## config.mk

```make
export PLATFORM = sky130hd
export DESIGN_NAME = dda_line_rasterizer_top
export DESIGN_NICKNAME = d
export VERILOG_FILES = /design/src/sv/dlr_pkg.sv /design/src/sv/dlr_front.sv /design/src/sv/dlr_fifo.sv /design/src/sv/dlr_div.sv /design/src/sv/dlr_back.sv /design/src/sv/dda_line_rasterizer_top.sv
export SDC_FILE = /design/constraint.sdc
export NUM_CORES = 1
export LEC_CHECK = 0
export BUFFER_PORTS_ARGS = -buffer_cell sky130_fd_sc_hd__buf_2
export CAP_MARGIN = 20
export CELL_PAD_IN_SITES_DETAIL_PLACEMENT = 1
export CELL_PAD_IN_SITES_GLOBAL_PLACEMENT = 2
export CORE_ASPECT_RATIO = 1.25
export CORE_MARGIN = 2
export CORE_UTILIZATION = 35
export CTS_CLUSTER_DIAMETER = 50
export DETAILED_ROUTE_END_ITERATION = 8
export PLACE_DENSITY_LB_ADDON = 0.1
export SLEW_MARGIN = 20
export SYNTH_ARGS = -nofsm -noshare
export SYNTH_HDL_FRONTEND = slang
export SYNTH_SLANG_ARGS = --single-unit
```

## constraint.sdc

```tcl
create_clock -name clk -period 15.7 [get_ports clk]
set_clock_uncertainty 0.05 [all_clocks]
set_input_delay 2.355 -clock clk [delete_from_list [all_inputs] [get_ports clk]]
set_output_delay 2.355 -clock clk [all_outputs]
set_load 0.01 [all_outputs]
```

## src/sv/dlr_pkg.sv

```systemverilog
// dlr_pkg: sizes, fixed-point formats and shared types of the dda line rasterizer
// no dependencies; imported by every module of the block
package dlr_pkg;

	localparam int COORD_BITS  = 12;
	localparam int FRAC_BITS   = 16;
	localparam int OFFSET_BITS = 10;
	localparam int OUT_BITS    = COORD_BITS + 1;
	localparam int ACC_W       = COORD_BITS + 1 + FRAC_BITS;
	localparam int STEP_W      = FRAC_BITS + 2;
	localparam int QUO_W       = FRAC_BITS + 1;
	localparam int CNT_W       = $clog2(FRAC_BITS + 1);
	localparam int QDEPTH      = 2;
	localparam int QPTR_W      = $clog2(QDEPTH);
	localparam int QCNT_W      = $clog2(QDEPTH + 1);
	localparam logic [OFFSET_BITS-1:0] OFFSET_RESET = OFFSET_BITS'(250);

	typedef enum logic {
		KIND_START = 1'b0,
		KIND_STEP  = 1'b1
	} kind_t;

	typedef logic signed [COORD_BITS-1:0] coord_t;
	typedef logic [COORD_BITS-1:0] mag_t;

	// one classified item as it waits between front and back
	typedef struct packed {
		kind_t  kind;
		coord_t x1;
		coord_t y1;
		mag_t   adx;
		mag_t   ady;
		logic   sx;
		logic   sy;
		mag_t   steps;
	} item_t;

	typedef struct packed {
		logic busy;
		logic done;
	} div_status_t;

endpackage

```

## src/sv/dlr_front.sv

```systemverilog
// dlr_front: classifies accepted items, works out deltas, magnitudes and step count
// depends on dlr_pkg
module dlr_front (
	input  logic               push,
	input  logic               q_full,
	input  logic               kind,
	input  dlr_pkg::coord_t    start_x,
	input  dlr_pkg::coord_t    start_y,
	input  dlr_pkg::coord_t    end_x,
	input  dlr_pkg::coord_t    end_y,
	output logic               q_push,
	output dlr_pkg::item_t     q_item
);
	import dlr_pkg::*;

	logic signed [COORD_BITS:0] dx;
	logic signed [COORD_BITS:0] dy;
	logic [COORD_BITS:0] dx_abs;
	logic [COORD_BITS:0] dy_abs;
	mag_t adx;
	mag_t ady;

	always_comb begin
		dx = {end_x[COORD_BITS-1], end_x} - {start_x[COORD_BITS-1], start_x};
		dy = {end_y[COORD_BITS-1], end_y} - {start_y[COORD_BITS-1], start_y};
		dx_abs = dx[COORD_BITS] ? -dx : dx;
		dy_abs = dy[COORD_BITS] ? -dy : dy;
		adx = dx_abs[COORD_BITS-1:0];
		ady = dy_abs[COORD_BITS-1:0];
	end

	always_comb begin
		q_push = push && !q_full;
		q_item.kind = kind_t'(kind);
		q_item.x1 = start_x;
		q_item.y1 = start_y;
		q_item.adx = adx;
		q_item.ady = ady;
		q_item.sx = dx[COORD_BITS];
		q_item.sy = dy[COORD_BITS];
		q_item.steps = (adx > ady) ? adx : ady;
	end

endmodule

```

## src/sv/dlr_fifo.sv

```systemverilog
// dlr_fifo: short item queue between front and back
// depends on dlr_pkg
module dlr_fifo (
	input  logic           clk,
	input  logic           arst_n,
	input  logic           wr_en,
	input  dlr_pkg::item_t wr_item,
	input  logic           rd_en,
	output dlr_pkg::item_t rd_item,
	output logic           q_full,
	output logic           q_empty
);
	import dlr_pkg::*;

	item_t entry_q [QDEPTH];
	logic [QPTR_W-1:0] wr_ptr_q;
	logic [QPTR_W-1:0] rd_ptr_q;
	logic [QCNT_W-1:0] count_q;
	logic do_wr;
	logic do_rd;

	assign q_full  = (count_q == QCNT_W'(QDEPTH));
	assign q_empty = (count_q == '0);
	assign do_wr   = wr_en && !q_full;
	assign do_rd   = rd_en && !q_empty;
	assign rd_item = entry_q[rd_ptr_q];

	always_ff @(posedge clk) begin
		if (do_wr) begin
			entry_q[wr_ptr_q] <= wr_item;
		end
	end

	always_ff @(posedge clk or negedge arst_n) begin
		if (!arst_n) begin
			wr_ptr_q <= '0;
			rd_ptr_q <= '0;
			count_q  <= '0;
		end else begin
			if (do_wr) begin
				wr_ptr_q <= (wr_ptr_q == QPTR_W'(QDEPTH - 1)) ? '0 : wr_ptr_q + 1'b1;
			end
			if (do_rd) begin
				rd_ptr_q <= (rd_ptr_q == QPTR_W'(QDEPTH - 1)) ? '0 : rd_ptr_q + 1'b1;
			end
			if (do_wr && !do_rd) begin
				count_q <= count_q + 1'b1;
			end else if (do_rd && !do_wr) begin
				count_q <= count_q - 1'b1;
			end
		end
	end

endmodule

```

## src/sv/dlr_div.sv

```systemverilog
// dlr_div: radix-2 restoring divider, both axes at once, one quotient bit per cycle
// depends on dlr_pkg
module dlr_div (
	input  logic                      clk,
	input  logic                      arst_n,
	input  logic                      start,
	input  dlr_pkg::mag_t             adx,
	input  dlr_pkg::mag_t             ady,
	input  dlr_pkg::mag_t             steps,
	output dlr_pkg::div_status_t      status,
	output logic [dlr_pkg::QUO_W-1:0] qx,
	output logic [dlr_pkg::QUO_W-1:0] qy
);
	import dlr_pkg::*;

	logic busy_q;
	logic done_q;
	logic [CNT_W-1:0] cnt_q;
	mag_t rx_q;
	mag_t ry_q;
	mag_t steps_q;
	logic [QUO_W-1:0] qx_q;
	logic [QUO_W-1:0] qy_q;

	logic first;
	logic [COORD_BITS:0] tx;
	logic [COORD_BITS:0] ty;
	logic [COORD_BITS:0] sx_sub;
	logic [COORD_BITS:0] sy_sub;
	logic bx;
	logic by;

	// first iteration gives the integer bit, the rest give fraction bits
	always_comb begin
		first  = (cnt_q == CNT_W'(FRAC_BITS));
		tx     = first ? {1'b0, rx_q} : {rx_q, 1'b0};
		ty     = first ? {1'b0, ry_q} : {ry_q, 1'b0};
		sx_sub = tx - {1'b0, steps_q};
		sy_sub = ty - {1'b0, steps_q};
		bx     = (tx >= {1'b0, steps_q});
		by     = (ty >= {1'b0, steps_q});
	end

	always_ff @(posedge clk) begin
		if (start) begin
			rx_q    <= adx;
			ry_q    <= ady;
			steps_q <= steps;
			qx_q    <= '0;
			qy_q    <= '0;
		end else if (busy_q) begin
			rx_q <= bx ? sx_sub[COORD_BITS-1:0] : tx[COORD_BITS-1:0];
			ry_q <= by ? sy_sub[COORD_BITS-1:0] : ty[COORD_BITS-1:0];
			qx_q <= {qx_q[QUO_W-2:0], bx};
			qy_q <= {qy_q[QUO_W-2:0], by};
		end
	end

	always_ff @(posedge clk or negedge arst_n) begin
		if (!arst_n) begin
			busy_q <= 1'b0;
			done_q <= 1'b0;
			cnt_q  <= '0;
		end else begin
			done_q <= 1'b0;
			if (start) begin
				busy_q <= 1'b1;
				cnt_q  <= CNT_W'(FRAC_BITS);
			end else if (busy_q) begin
				if (cnt_q == '0) begin
					busy_q <= 1'b0;
					done_q <= 1'b1;
				end else begin
					cnt_q <= cnt_q - 1'b1;
				end
			end
		end
	end

	assign status.busy = busy_q;
	assign status.done = done_q;
	assign qx = qx_q;
	assign qy = qy_q;

endmodule

```

## src/sv/dlr_back.sv

```systemverilog
// dlr_back: runs queued items, holds accumulators, offset register and result register
// depends on dlr_pkg and dlr_div
module dlr_back (
	input  logic                            clk,
	input  logic                            arst_n,
	input  logic                            cfg_valid,
	input  logic [dlr_pkg::OFFSET_BITS-1:0] cfg_data,
	input  dlr_pkg::item_t                  q_item,
	input  logic                            q_empty,
	output logic                            q_pop,
	input  logic                            pop,
	output logic                            empty,
	output logic signed [dlr_pkg::OUT_BITS-1:0] pixel_x,
	output logic signed [dlr_pkg::OUT_BITS-1:0] pixel_y,
	output logic                            last_point
);
	import dlr_pkg::*;

	typedef enum logic [1:0] {
		ST_RUN = 2'b01,
		ST_DIV = 2'b10
	} state_t;

	state_t state_q;
	logic [OFFSET_BITS-1:0] offset_q;
	logic signed [ACC_W-1:0] x_acc_q;
	logic signed [ACC_W-1:0] y_acc_q;
	logic signed [STEP_W-1:0] x_step_q;
	logic signed [STEP_W-1:0] y_step_q;
	mag_t steps_left_q;
	logic line_active_q;
	logic out_valid_q;
	logic signed [OUT_BITS-1:0] pixel_x_q;
	logic signed [OUT_BITS-1:0] pixel_y_q;
	logic last_q;
	logic sx_latched_q;
	logic sy_latched_q;

	div_status_t div_status;
	logic [QUO_W-1:0] qx;
	logic [QUO_W-1:0] qy;
	logic div_start;

	logic out_free;
	logic is_start;
	logic do_start;
	logic do_step;
	logic do_drop;
	logic emit;
	logic emit_last;
	logic signed [ACC_W-1:0] x_acc_d;
	logic signed [ACC_W-1:0] y_acc_d;
	logic signed [STEP_W-1:0] qx_ext;
	logic signed [STEP_W-1:0] qy_ext;

	function automatic logic signed [OUT_BITS-1:0] pix(
		input logic signed [ACC_W-1:0] acc,
		input logic [OFFSET_BITS-1:0] off
	);
		logic [OUT_BITS+OFFSET_BITS-1:0] sum;
		sum = {{OFFSET_BITS{acc[ACC_W-1]}}, acc[ACC_W-1:FRAC_BITS]}
			+ {{OUT_BITS{1'b0}}, off};
		return sum[OUT_BITS-1:0];
	endfunction

	dlr_div u_div (
		.clk    (clk),
		.arst_n (arst_n),
		.start  (div_start),
		.adx    (q_item.adx),
		.ady    (q_item.ady),
		.steps  (q_item.steps),
		.status (div_status),
		.qx     (qx),
		.qy     (qy)
	);

	always_comb begin
		out_free  = !out_valid_q || pop;
		is_start  = (q_item.kind == KIND_START);
		do_start  = (state_q == ST_RUN) && !q_empty && is_start && out_free;
		do_step   = (state_q == ST_RUN) && !q_empty && !is_start && line_active_q && out_free;
		do_drop   = (state_q == ST_RUN) && !q_empty && !is_start && !line_active_q;
		q_pop     = do_start || do_step || do_drop;
		emit      = do_start || do_step;
		div_start = do_start && (q_item.steps != '0);
		emit_last = do_start ? (q_item.steps == '0) : (steps_left_q == mag_t'(1));

		if (do_start) begin
			x_acc_d = {q_item.x1[COORD_BITS-1], q_item.x1, {FRAC_BITS{1'b0}}};
			y_acc_d = {q_item.y1[COORD_BITS-1], q_item.y1, {FRAC_BITS{1'b0}}};
		end else begin
			x_acc_d = x_acc_q + {{(ACC_W-STEP_W){x_step_q[STEP_W-1]}}, x_step_q};
			y_acc_d = y_acc_q + {{(ACC_W-STEP_W){y_step_q[STEP_W-1]}}, y_step_q};
		end

		qx_ext = {1'b0, qx};
		qy_ext = {1'b0, qy};
	end

	always_ff @(posedge clk) begin
		if (emit) begin
			x_acc_q   <= x_acc_d;
			y_acc_q   <= y_acc_d;
			pixel_x_q <= pix(x_acc_d, offset_q);
			pixel_y_q <= pix(y_acc_d, offset_q);
			last_q    <= emit_last;
		end
		if (do_start) begin
			steps_left_q <= q_item.steps;
		end else if (do_step) begin
			steps_left_q <= steps_left_q - 1'b1;
		end
	end

	// signs are latched with the divider operands, the item leaves the queue at start
	always_ff @(posedge clk) begin
		if (div_start) begin
			sx_latched_q <= q_item.sx;
			sy_latched_q <= q_item.sy;
		end
	end

	always_ff @(posedge clk or negedge arst_n) begin
		if (!arst_n) begin
			state_q       <= ST_RUN;
			offset_q      <= OFFSET_RESET;
			line_active_q <= 1'b0;
			out_valid_q   <= 1'b0;
			x_step_q      <= '0;
			y_step_q      <= '0;
		end else begin
			if (cfg_valid) begin
				offset_q <= cfg_data;
			end
			if (emit) begin
				out_valid_q <= 1'b1;
			end else if (pop) begin
				out_valid_q <= 1'b0;
			end
			if (do_start) begin
				line_active_q <= (q_item.steps != '0);
			end else if (do_step) begin
				line_active_q <= (steps_left_q != mag_t'(1));
			end
			case (state_q)
				ST_RUN: begin
					if (div_start) begin
						state_q <= ST_DIV;
					end
				end
				ST_DIV: begin
					if (div_status.done) begin
						x_step_q <= sx_latched_q ? -qx_ext : qx_ext;
						y_step_q <= sy_latched_q ? -qy_ext : qy_ext;
						state_q  <= ST_RUN;
					end
				end
				default: begin
					state_q <= ST_RUN;
				end
			endcase
		end
	end

	assign empty      = !out_valid_q;
	assign pixel_x    = pixel_x_q;
	assign pixel_y    = pixel_y_q;
	assign last_point = last_q;

endmodule

```

## src/sv/dda_line_rasterizer_top.sv

```systemverilog
// dda_line_rasterizer_top: dda line rasterizer, front classifier, item queue, stepping back end
// depends on dlr_pkg, dlr_front, dlr_fifo, dlr_back (which holds dlr_div)
//
// channel   handshake            beat
// input     push / full          kind, start_x, start_y, end_x, end_y
// result    pop / empty          pixel_x, pixel_y, last_point
// config    cfg_valid/cfg_ready  cfg_data (screen_offset)
//
// a step item gives one point per cycle while no divide runs and the result register is free.
// a start item with distinct endpoints emits its first point at once, then holds the back
// end while the shared divider makes one increment bit per cycle per axis.
// a two-entry queue lets input beats land while the back end divides or the result waits.
// reset clears control state, the queue and the offset to 250; no clearing pass is needed.
module dda_line_rasterizer_top (
	input  logic                            clk,
	input  logic                            arst_n,
	input  logic                            push,
	output logic                            full,
	input  logic                            kind,
	input  logic signed [dlr_pkg::COORD_BITS-1:0] start_x,
	input  logic signed [dlr_pkg::COORD_BITS-1:0] start_y,
	input  logic signed [dlr_pkg::COORD_BITS-1:0] end_x,
	input  logic signed [dlr_pkg::COORD_BITS-1:0] end_y,
	input  logic                            pop,
	output logic                            empty,
	output logic signed [dlr_pkg::OUT_BITS-1:0] pixel_x,
	output logic signed [dlr_pkg::OUT_BITS-1:0] pixel_y,
	output logic                            last_point,
	input  logic                            cfg_valid,
	output logic                            cfg_ready,
	input  logic [dlr_pkg::OFFSET_BITS-1:0] cfg_data
);
	import dlr_pkg::*;

	logic q_push;
	item_t q_wr_item;
	item_t q_rd_item;
	logic q_pop;
	logic q_empty;

	assign cfg_ready = 1'b1;

	dlr_front u_front (
		.push    (push),
		.q_full  (full),
		.kind    (kind),
		.start_x (start_x),
		.start_y (start_y),
		.end_x   (end_x),
		.end_y   (end_y),
		.q_push  (q_push),
		.q_item  (q_wr_item)
	);

	dlr_fifo u_fifo (
		.clk     (clk),
		.arst_n  (arst_n),
		.wr_en   (q_push),
		.wr_item (q_wr_item),
		.rd_en   (q_pop),
		.rd_item (q_rd_item),
		.q_full  (full),
		.q_empty (q_empty)
	);

	dlr_back u_back (
		.clk        (clk),
		.arst_n     (arst_n),
		.cfg_valid  (cfg_valid && cfg_ready),
		.cfg_data   (cfg_data),
		.q_item     (q_rd_item),
		.q_empty    (q_empty),
		.q_pop      (q_pop),
		.pop        (pop),
		.empty      (empty),
		.pixel_x    (pixel_x),
		.pixel_y    (pixel_y),
		.last_point (last_point)
	);

endmodule

```

==> Implementation_results.wiki, run 1 <==
{| class="wikitable"
! Metric !! Value
|-
| IO Count || 94
|-
| Worst-path maximum fanout || 13
|-
| Global routing usage summed across all routing layers || between 10% and 20%
|-
| Kind of critical path || in -> reg
|-
| Placed cell areas || about 22000 um2
|-
| Number of warnings reported in the yosys synthesis log || 0
|-
| PwrDens || around 240 nW/um2
|-
| Relative max-transition margin || a little over a third
|-
| Post-synth net total || ~2200
|-
| Distinct cells, synth || 75
|-
| Number of buffers inserted for hold repair after clock tree synthesis || 0
|-
| Die ar. || 61500 um2
|-
| Crit share post-route || between 40% and 50%
|-
| Number of synthesized flops with an enable pin || 261
|-
| Max H-tree Level || 2
|-
| Starting Density || a little over a third
|-
| Maximum single-stage delay on the critical path || roughly 0.56 ns
|-
| First-iteration detailed-routing DRC count || 660
|-
| Final RePlAce weighted congestion || just under 0.8
|-
| Setup repair after global routing missed its margin || no
|-
| Path type of the worst min-delay path || reg -> reg
|-
| Number of pins exceeding their max-slew limit in the final report || 0
|-
| Slowest CP cell || a21o_1
|-
| Pin count of the biggest net entering global routing || 73
|-
| Data arrival, critical path || approximately 7.5 ns
|-
| DRC violation count after routing || 0
|-
| Number of buffers between clock root and the deepest sink || 3
|-
| Clock net sink count || approximately 360
|-
| Required time reported for the critical path endpoint || 15.98 ns
|-
| Setup tns final || 0 ns
|-
| Root Driver || clkbuf_16
|-
| Met1 layer usage reported by global route || 22.2%
|-
| Number of max-capacitance violations reported || 0
|-
| Worst IR Drop VDD || around 0.000096 V
|-
| Detailed-router iteration count before antenna repair || 7
|-
| Routed length per placed instance || approximately 20 um
|-
| Number of nets in the layout || approximately 2300
|-
| TritonCTS buffer count || 50
|-
| Horiz. Die Dim || 222 um
|-
| Synthesized cell area || between 20000 and 25000 um2
|-
| Most used DFF post-synth || edfxtp_1
|-
| Mapped Cells || 1943
|-
| Number of diodes added for antenna fixing || 0
|-
| Outcome || finished clean
|-
| Initial antenna violation count || 4
|-
| Clk pin slew, worst setup/hold paths || 0.06 ns
|-
| Floorplan core area || between 50000 and 60000 um2
|-
| Worst setup slack for register-to-register paths || 9.91 ns
|-
| Met3 capacity usage during global routing || ~2.9%
|-
| Syn-to-layout area delta || 14.3%
|-
| Detailed-route via count || 14900
|-
| Quantity of gates resized following cts || 0
|-
| Detail-routed via count per cell || around 5.2
|-
| Total count of hold-check failures in the final report || 0
|-
| Register area share after synthesis || 48.2%
|-
| Number of setup buffers added after CTS || 0
|-
| Leakage power of the design || just over 10 nW
|-
| Final standard cell area without fillers || about 24000 um2
|-
| Post-route ant nets || 0
|-
| Critical Path Sink Type || flop
|-
| Crit-path most repeated cell || a21o_1
|-
| CP cell instances || buf_2 > ha_1 > fa_1 > nand2b_1 > a211oi_1 > a2bb2oi_1 > a31oi_1 > nor2b_1 > o22a_1 > inv_2 > nand2_1 > xor2_1 > ha_1 > a21o_1 > a21o_1 > a21o_1 > a21oi_1 > o21ai_0 > a221oi_1 > a21o_1 > mux2_2
|-
| Buffers plus inverters on the worst setup path || 2
|-
| Wire length of the first global-routing pass || 90400 um
|-
| Period minus WS final || between 7 and 8 ns
|-
| Number of global-route vias before repair || 16200
|-
| Count of state elements after synthesis || approximately 360
|-
| Total setup violations reported at the end of the flow || 0
|-
| Transition at the pin with the smallest max-transition slack || just under 1 ns
|-
| Crit path launch type || input port
|-
| GRT Residual Overflow || 0
|-
| Busiest layer in global routing || met2
|-
| Maximum clock frequency || about 0.14 GHz
|-
| Worst skew pair latency || roughly 0.60 ns
|-
| Wirelength, routed || roughly 57000 um
|-
| Met2 track utilization from global routing || around a third
|-
| Kind of cell with the highest combined delay on the critical path || compound AO/OA/AOI/OAI gates
|-
| Post-detailed-placement half-perimeter wirelength || 41900 um
|-
| Standard-cell row count || 100
|-
| Number of buffers inserted by port buffering || between 90 and 100
|-
| Share of cells above drive strength 1 || a little over an eighth
|-
| Syn_area_per_cell || between 10 and 15 um2
|-
| Clock tree from TritonCTS || built
|-
| Fraction of registers with async set or reset after synthesis || about 17%
|-
| Overall die height || between 200 and 300 um
|}
==> report_power, final <==
group	leakage (nW)	internal [W]	total (W)	switching, W
clock	0.831	0.000674	0.00113	0.000459
sequential	3.54	0.00159	0.00182	0.000225
combinational	5.72	0.00105	0.00268	0.00163
total	10.1	0.00332	0.00563	0.00231
==> stage by stage <==
stage	instances	setup slack [ns]	power, W	utilization, %	hold WS (ns)
after floorplan	1943	6.00	0.00376	-	0.406
after detailed placement	2751	7.94	0.00457	37.4	0.435
final	2845	8.53	0.00563	40.3	0.439
after global routing	2845	8.11	0.00610	40.3	0.480
after global placement	2751	8.01	0.00449	37.4	0.427
after CTS	2845	8.55	0.00573	40.3	0.445
==> synth_stat cells, types with 21 or more instances <==
library cell	instances	area, um2
nand3_1	34	170
mux2_2	50	563
ha_1	145	1810
edfxtp_1	261	7840
nor2_1	175	657
a211oi_1	21	158
o211ai_1	21	158
clkbuf_1	50	188
nand2_1	139	522
dfxtp_1	34	681
o21ai_0	108	541
xnor2_1	71	622
xor2_1	90	788
a21oi_1	109	546
dfrtp_1	54	1350
inv_1	102	383
mux2i_1	84	841
nor3_1	32	160
nand2b_1	31	194
a21o_1	49	368
==> cells in the final DEF, fill, tap and decap left out, types with 9 or more instances in the layout <==
cell       count
nor2b_1       20
edfxtp_1     261
a21oi_1      109
nand3_1       34
dfrtp_1       52
mux2_2        50
nor3_1        31
a31oi_1        9
xor2_1        90
and3_1        11
o211ai_1      21
nand2b_1      31
a21o_1        49
ha_1         145
nand2_1      139
buf_4         18
mux2i_1       84
nor2_1       174
nor4_1        13
o21ai_0      108
nand4_1       12
clkbuf_16     52
o21a_1        15
xnor2_1       71
a211oi_1      21
o41ai_1        9
o31ai_1       15
buf_2         92
or3_1         10
dfxtp_1       34
o21bai_1      12
inv_1        102
and2_1        11
==> worst reg2reg max path: cells and delay by family (launching register included) <==
kind	cells	cell delay, ns
compound gates	13	3.23
fa+ha+maj	4	1.38
flops	1	0.39
xor+xnor	1	0.10
simple gates	4	0.37
==> final cells by class <==
cell class                 count  area (um2)
timing repair buffer         110         596
tap                          765         957
clock buffer                  65        1400
sequential                   356       10100
fill                        6531       35400
multi-input combinational   1416       10200
inverter                     104         390
clock inverter                29         274
==> per-layer routing <==
| metal | up-vias | part of all wire, % |
|---|---|---|
| li1 | 7302 | - |
| met5 | - | 0.018 |
| met3 | 71 | 2.9 |
| met1 | 7348 | 43 |
| met2 | 155 | 52 |
| met4 | 2 | 2.3 |
==> registers in the layout, indices dropped and copies added, names as in the netlist, 2 cells and up <==
name	count
u_back.y_step_q	18
u_fifo.count_q	2
u_back.u_div.qx	17
u_back.state_q	2
u_fifo.entry_q	126
u_back.pixel_y	13
u_back.steps_left_q	12
u_back.u_div.rx_q	12
u_back.x_step_q	18
u_back.offset_q	10
u_back.u_div.qy	17
u_back.y_acc_q	29
u_back.u_div.ry_q	12
u_back.x_acc_q	29
u_back.u_div.steps_q	12
u_back.u_div.cnt_q	5
u_back.pixel_x	13
==> cell families after synthesis <==
| logic type | after synthesis | synth area share (%) |
|---|---|---|
| AND/OR/NAND/NOR | 525 | 11.9 |
| other | 1 | 0.0180 |
| adder cells (fa/ha/maj) | 153 | 9.47 |
| AO/OA/AOI/OAI | 442 | 13.8 |
| XOR/XNOR | 161 | 6.77 |
| buffers and inverters | 171 | 3.12 |
| multiplexers | 134 | 6.74 |
| flip-flops | 356 | 48.2 |
==> path summary, 6_finish.rpt <==
check,from,to,cells after the start
worst min-delay path,u_fifo.count_q[1]$_DFFE_PN0P_,u_fifo.count_q[1]$_DFFE_PN0P_,1
worst max register to register,u_back.y_step_q[0]$_DFFE_PN0P_,u_back.pixel_y[12]$_DFFE_PP_,22
max in group asynchronous,arst_n,u_fifo.rd_ptr_q$_DFFE_PN0P_,2
worst min register to register,u_fifo.count_q[1]$_DFFE_PN0P_,u_fifo.count_q[1]$_DFFE_PN0P_,1
worst max-delay path,start_x[0],u_fifo.entry_q[1][5]$_DFFE_PP_,21
min in group asynchronous,arst_n,u_back.offset_q[9]$_DFFE_PN0P_,2
No activity file was read; power rests on OpenSTA's default activity.
==> inputs of run 2 (changes only) <==
Clock period 15.7 ns to 6.39 ns, I/O delays scaled along.
==> run 2 against run 1 <==
  * Sequential share of layout area fell by 0.073 points
  * Routed wire length rose by 0.70%
  * Clock power rose by 140%
  * Largest cell class unchanged
==> Implementation_results.wiki, run 2 (synthesis results as in run 1) <==
{| class="wikitable"
! Metric !! Value
|-
| Routed length per placed instance || 20.1 um (+0.38%)
|-
| Outcome || finished clean
|-
| Total count of hold-check failures in the final report || 0 (unchanged)
|-
| Floorplan core area || 59200 um2 (unchanged)
|-
| Path type of the worst min-delay path || reg -> reg
|-
| Largest regs || u_fifo.entry_q x126, u_back.x_acc_q x29, u_back.y_acc_q x29
|-
| Worst skew pair latency || 0.60 ns (about the same)
|-
| Standard-cell row count || 100 (unchanged)
|-
| Slowest CP cell || fa_1
|-
| Die ar. || 61500 um2 (unchanged)
|-
| Post-detailed-placement half-perimeter wirelength || 42600 um (+1.7%)
|-
| Cell count of the worst hold path || 2 (+1)
|-
| Share of cells above drive strength 1 || 13.8% (+0.57 points)
|-
| Horiz. Die Dim || 222 um (unchanged)
|-
| Total setup violations reported at the end of the flow || 0 (unchanged)
|-
| CP cell instances || ha_1 > fa_1 > a211oi_1 > o21a_1 > a21oi_1 > a41oi_1 > o21ai_0 > a21oi_1 > xnor2_1 > nand2_1 > o21ai_0 > ha_1 > fa_1 > a21o_1 > a21oi_1 > nor2b_1 > o21a_1 > o41ai_1 > o21ai_0 > o211ai_1 > and3_1 > nor3_1
|-
| Switching component of the power || 0.00573 W (+150%)
|-
| Largest register by flop count || u_fifo.entry_q
|-
| TritonCTS buffer count || 51 (+2.0%)
|-
| PwrDens || 582 nW/um2 (+150%)
|-
| Fillcell total || 6531 (unchanged)
|-
| Seq. cell area || 10100 um2 (unchanged)
|-
| Startpoint of the most critical register-to-register path || u_back.y_step_q[0]$_DFFE_PN0P_
|-
| Root Driver || clkbuf_16
|-
| Number of max-capacitance violations reported || 0 (unchanged)
|-
| Detailed-route via count || 15000 (+0.52%)
|-
| Clock net sink count || 356 (unchanged)
|-
| Setup repair after global routing missed its margin || no
|-
| Non-filler instance count after layout || 2854 (+0.32%)
|-
| Max H-tree Level || 2 (unchanged)
|-
| Min-delay src || u_back.y_step_q[5]$_DFFE_PN0P_
|-
| Relative max-transition margin || 33.9% (-1.7 points)
|-
| Commonest non-fill, non-tap cell in the layout || edfxtp_1
|-
| End of the worst register-to-register path || u_back.pixel_y[12]$_DFFE_PP_
|-
| Starting Density || 35.2% (unchanged)
|-
| Number of setup buffers added after CTS || 0 (unchanged)
|-
| Detail-routed via count per cell || 5.24 (+0.21%)
|-
| Internal Power || 0.00815 W (+150%)
|-
| Initial antenna violation count || 2 (-2)
|-
| Leakage power of the design || 10.1 nW (+0.31%)
|-
| First-iteration detailed-routing DRC count || 768 (+16%)
|-
| DRC violation count after routing || 0 (unchanged)
|-
| Part of the power in the clock network || 19.9% (-0.2 points)
|-
| Pin count of the biggest net entering global routing || 73 (unchanged)
|-
| Data arrival, critical path || 5.81 ns (-1.65 ns)
|-
| Transition at the pin with the smallest max-transition slack || 0.991 ns (+0.0253 ns)
|-
| Number of nets in the layout || 2266 (+0.49%)
|-
| Multi-input logic area || 10200 um2 (about the same)
|-
| Number of buffers between clock root and the deepest sink || 3 (unchanged)
|-
| Number of global-route vias before repair || 15900 (-1.4%)
|-
| Proportion of total power due to net switching || 41.3% (+0.25 points)
|-
| Number of placed instances with taps included || 2761 (+0.36%)
|-
| IO Count || 94 (unchanged)
|-
| Clk pin slew, worst setup/hold paths || 0.06 ns (about the same)
|-
| Worst-path maximum fanout || 4 (-9)
|-
| Maximum clock frequency || ~0.18 GHz
|-
| Worst IR Drop VDD || 0.000264 V (+170%)
|-
| Worst setup slack for register-to-register paths || 0.84 ns (-9.07 ns)
|-
| GRT Residual Overflow || 0 (unchanged)
|-
| Wire length of the first global-routing pass || 90900 um (+0.54%)
|-
| Terminating pin of the worst hold path || u_back.y_step_q[5]$_DFFE_PN0P_
|-
| Period minus WS final || ~5.5 ns
|-
| Depth of the worst register-to-register path || 22 (unchanged)
|-
| Crit path launch type || flop
|-
| Maximum single-stage delay on the critical path || 0.44 ns (-0.12 ns)
|-
| Most frequent cells in the layout || 261 x edfxtp_1, 174 x nor2_1, 145 x ha_1
|-
| Number of pins exceeding their max-slew limit in the final report || 0 (unchanged)
|-
| Largest register FFs || 126 (unchanged)
|-
| Syn-to-layout area delta || 14.5%
|-
| Post-route ant nets || 0 (unchanged)
|-
| Crit share post-route || a little under 90%
|-
| Buffers plus inverters on the worst setup path || 0 (-2)
|-
| Setup tns final || 0 ns (unchanged)
|-
| Quantity of gates resized following cts || 0 (unchanged)
|-
| Number of buffers inserted for hold repair after clock tree synthesis || 0 (unchanged)
|-
| Kind of cell with the highest combined delay on the critical path || compound AO/OA/AOI/OAI gates
|-
| Critical Path Sink Type || flop
|-
| Kind of critical path || reg -> reg
|-
| Global routing usage summed across all routing layers || 18.9% (+0.24 points)
|-
| Wirelength, routed || 57300 um (+0.70%)
|-
| Clock tree from TritonCTS || built
|-
| Final RePlAce weighted congestion || 0.826 (+4.6%)
|-
| Detailed-router iteration count before antenna repair || 4 (-3)
|-
| Reg power frac || 32.0% (-0.3 points)
|-
| Overall die height || 277 um (unchanged)
|-
| Number of buffers inserted by port buffering || 92 (unchanged)
|-
| Required time reported for the critical path endpoint || 6.65 ns (-9.33 ns)
|-
| Combinational share of power || 48.1% (+0.5 points)
|}
[run 2: cell count changes in the layout (fill, tap and decap cells not counted), moves of 2 or more]
cell	previous run	this run
inv_6	7	12
clkbuf_8	5	3
clkinvlp_4	0	2
buf_4	18	28
inv_4	2	5
clkbuf_1	8	4
clkinv_8	2	0
[run 2: worst max-delay path by stage]
stage,slack [ns],end,cells past startpoint,start
after floorplan,0.88,u_fifo.entry_q[0][10]$_DFFE_PP_,22,end_x[0]
after global placement,0.62,u_fifo.entry_q[0][9]$_DFFE_PP_,23,start_x[0]
after detailed placement,0.56,u_fifo.entry_q[1][8]$_DFFE_PP_,23,start_x[0]
after CTS,0.74,u_back.pixel_y[12]$_DFFE_PP_,22,u_back.y_step_q[0]$_DFFE_PN0P_
after global routing,0.32,u_back.pixel_y[12]$_DFFE_PP_,22,u_back.y_step_q[0]$_DFFE_PN0P_
final,0.84,u_back.pixel_y[12]$_DFFE_PP_,22,u_back.y_step_q[0]$_DFFE_PN0P_
[run 2: metrics by stage]
step / cell area (um2) / power, W / util (%) / setup slack, ns / hold slack [ns]
6_report: 23900 / 0.0139 / 40.3 / 0.841 / 0.441
5_1_grt: 23900 / 0.0150 / 40.3 / 0.316 / 0.477
4_1_cts: 23900 / 0.0141 / 40.3 / 0.739 / 0.449
3_5_place_dp: 22200 / 0.0113 / 37.6 / 0.562 / 0.437
3_3_place_gp: 22200 / 0.0111 / 37.6 / 0.617 / 0.427
2_1_floorplan: 20800 / 0.00921 / - / 0.881 / 0.406
[run 2: area by class of cell]
class / instances / area share, %
multi-input combinational: 1416 / 42.6
timing repair buffer: 120 / 2.81
antenna: 1 / 0.0105
inverter: 104 / 1.64
tap: 765 / 4.01
sequential: 356 / 42.1
clock buffer: 58 / 5.58
clock inverter: 34 / 1.25
[run 2: layer usage]
layer	share of wire (%)	wire length, um	global-route usage (%)	up-vias
met1	43	24800	23.2	7351
met3	3.1	1790	3.06	89
met4	3.1	1770	6.29	2
met5	0.023	13	0	-
li1	-	-	-	7328
met2	51	29000	33.7	186
[run 2: worst register-to-register path, cell delays in order (launching register included)]
cell and delay, ns:
dfrtp_1 0.38, ha_1 0.24, fa_1 0.44, a211oi_1 0.25, o21a_1 0.23, a21oi_1 0.15
a41oi_1 0.40, o21ai_0 0.14, a21oi_1 0.21, xnor2_1 0.10, nand2_1 0.07, o21ai_0 0.11
ha_1 0.26, fa_1 0.41, a21o_1 0.17, a21oi_1 0.22, nor2b_1 0.09, o21a_1 0.19
o41ai_1 0.42, o21ai_0 0.31, o211ai_1 0.20, and3_1 0.19, nor3_1 0.04
[run 2: power groups by stage]
stage | sequential, W | combinational, W | clock, W
final | 0.00444 | 0.00668 | 0.00276
after CTS | 0.00446 | 0.00681 | 0.00284
after global placement | 0.00446 | 0.00664 | 0
after global routing | 0.00456 | 0.00754 | 0.00294
after detailed placement | 0.00450 | 0.00678 | 0
after floorplan | 0.00436 | 0.00484 | 0
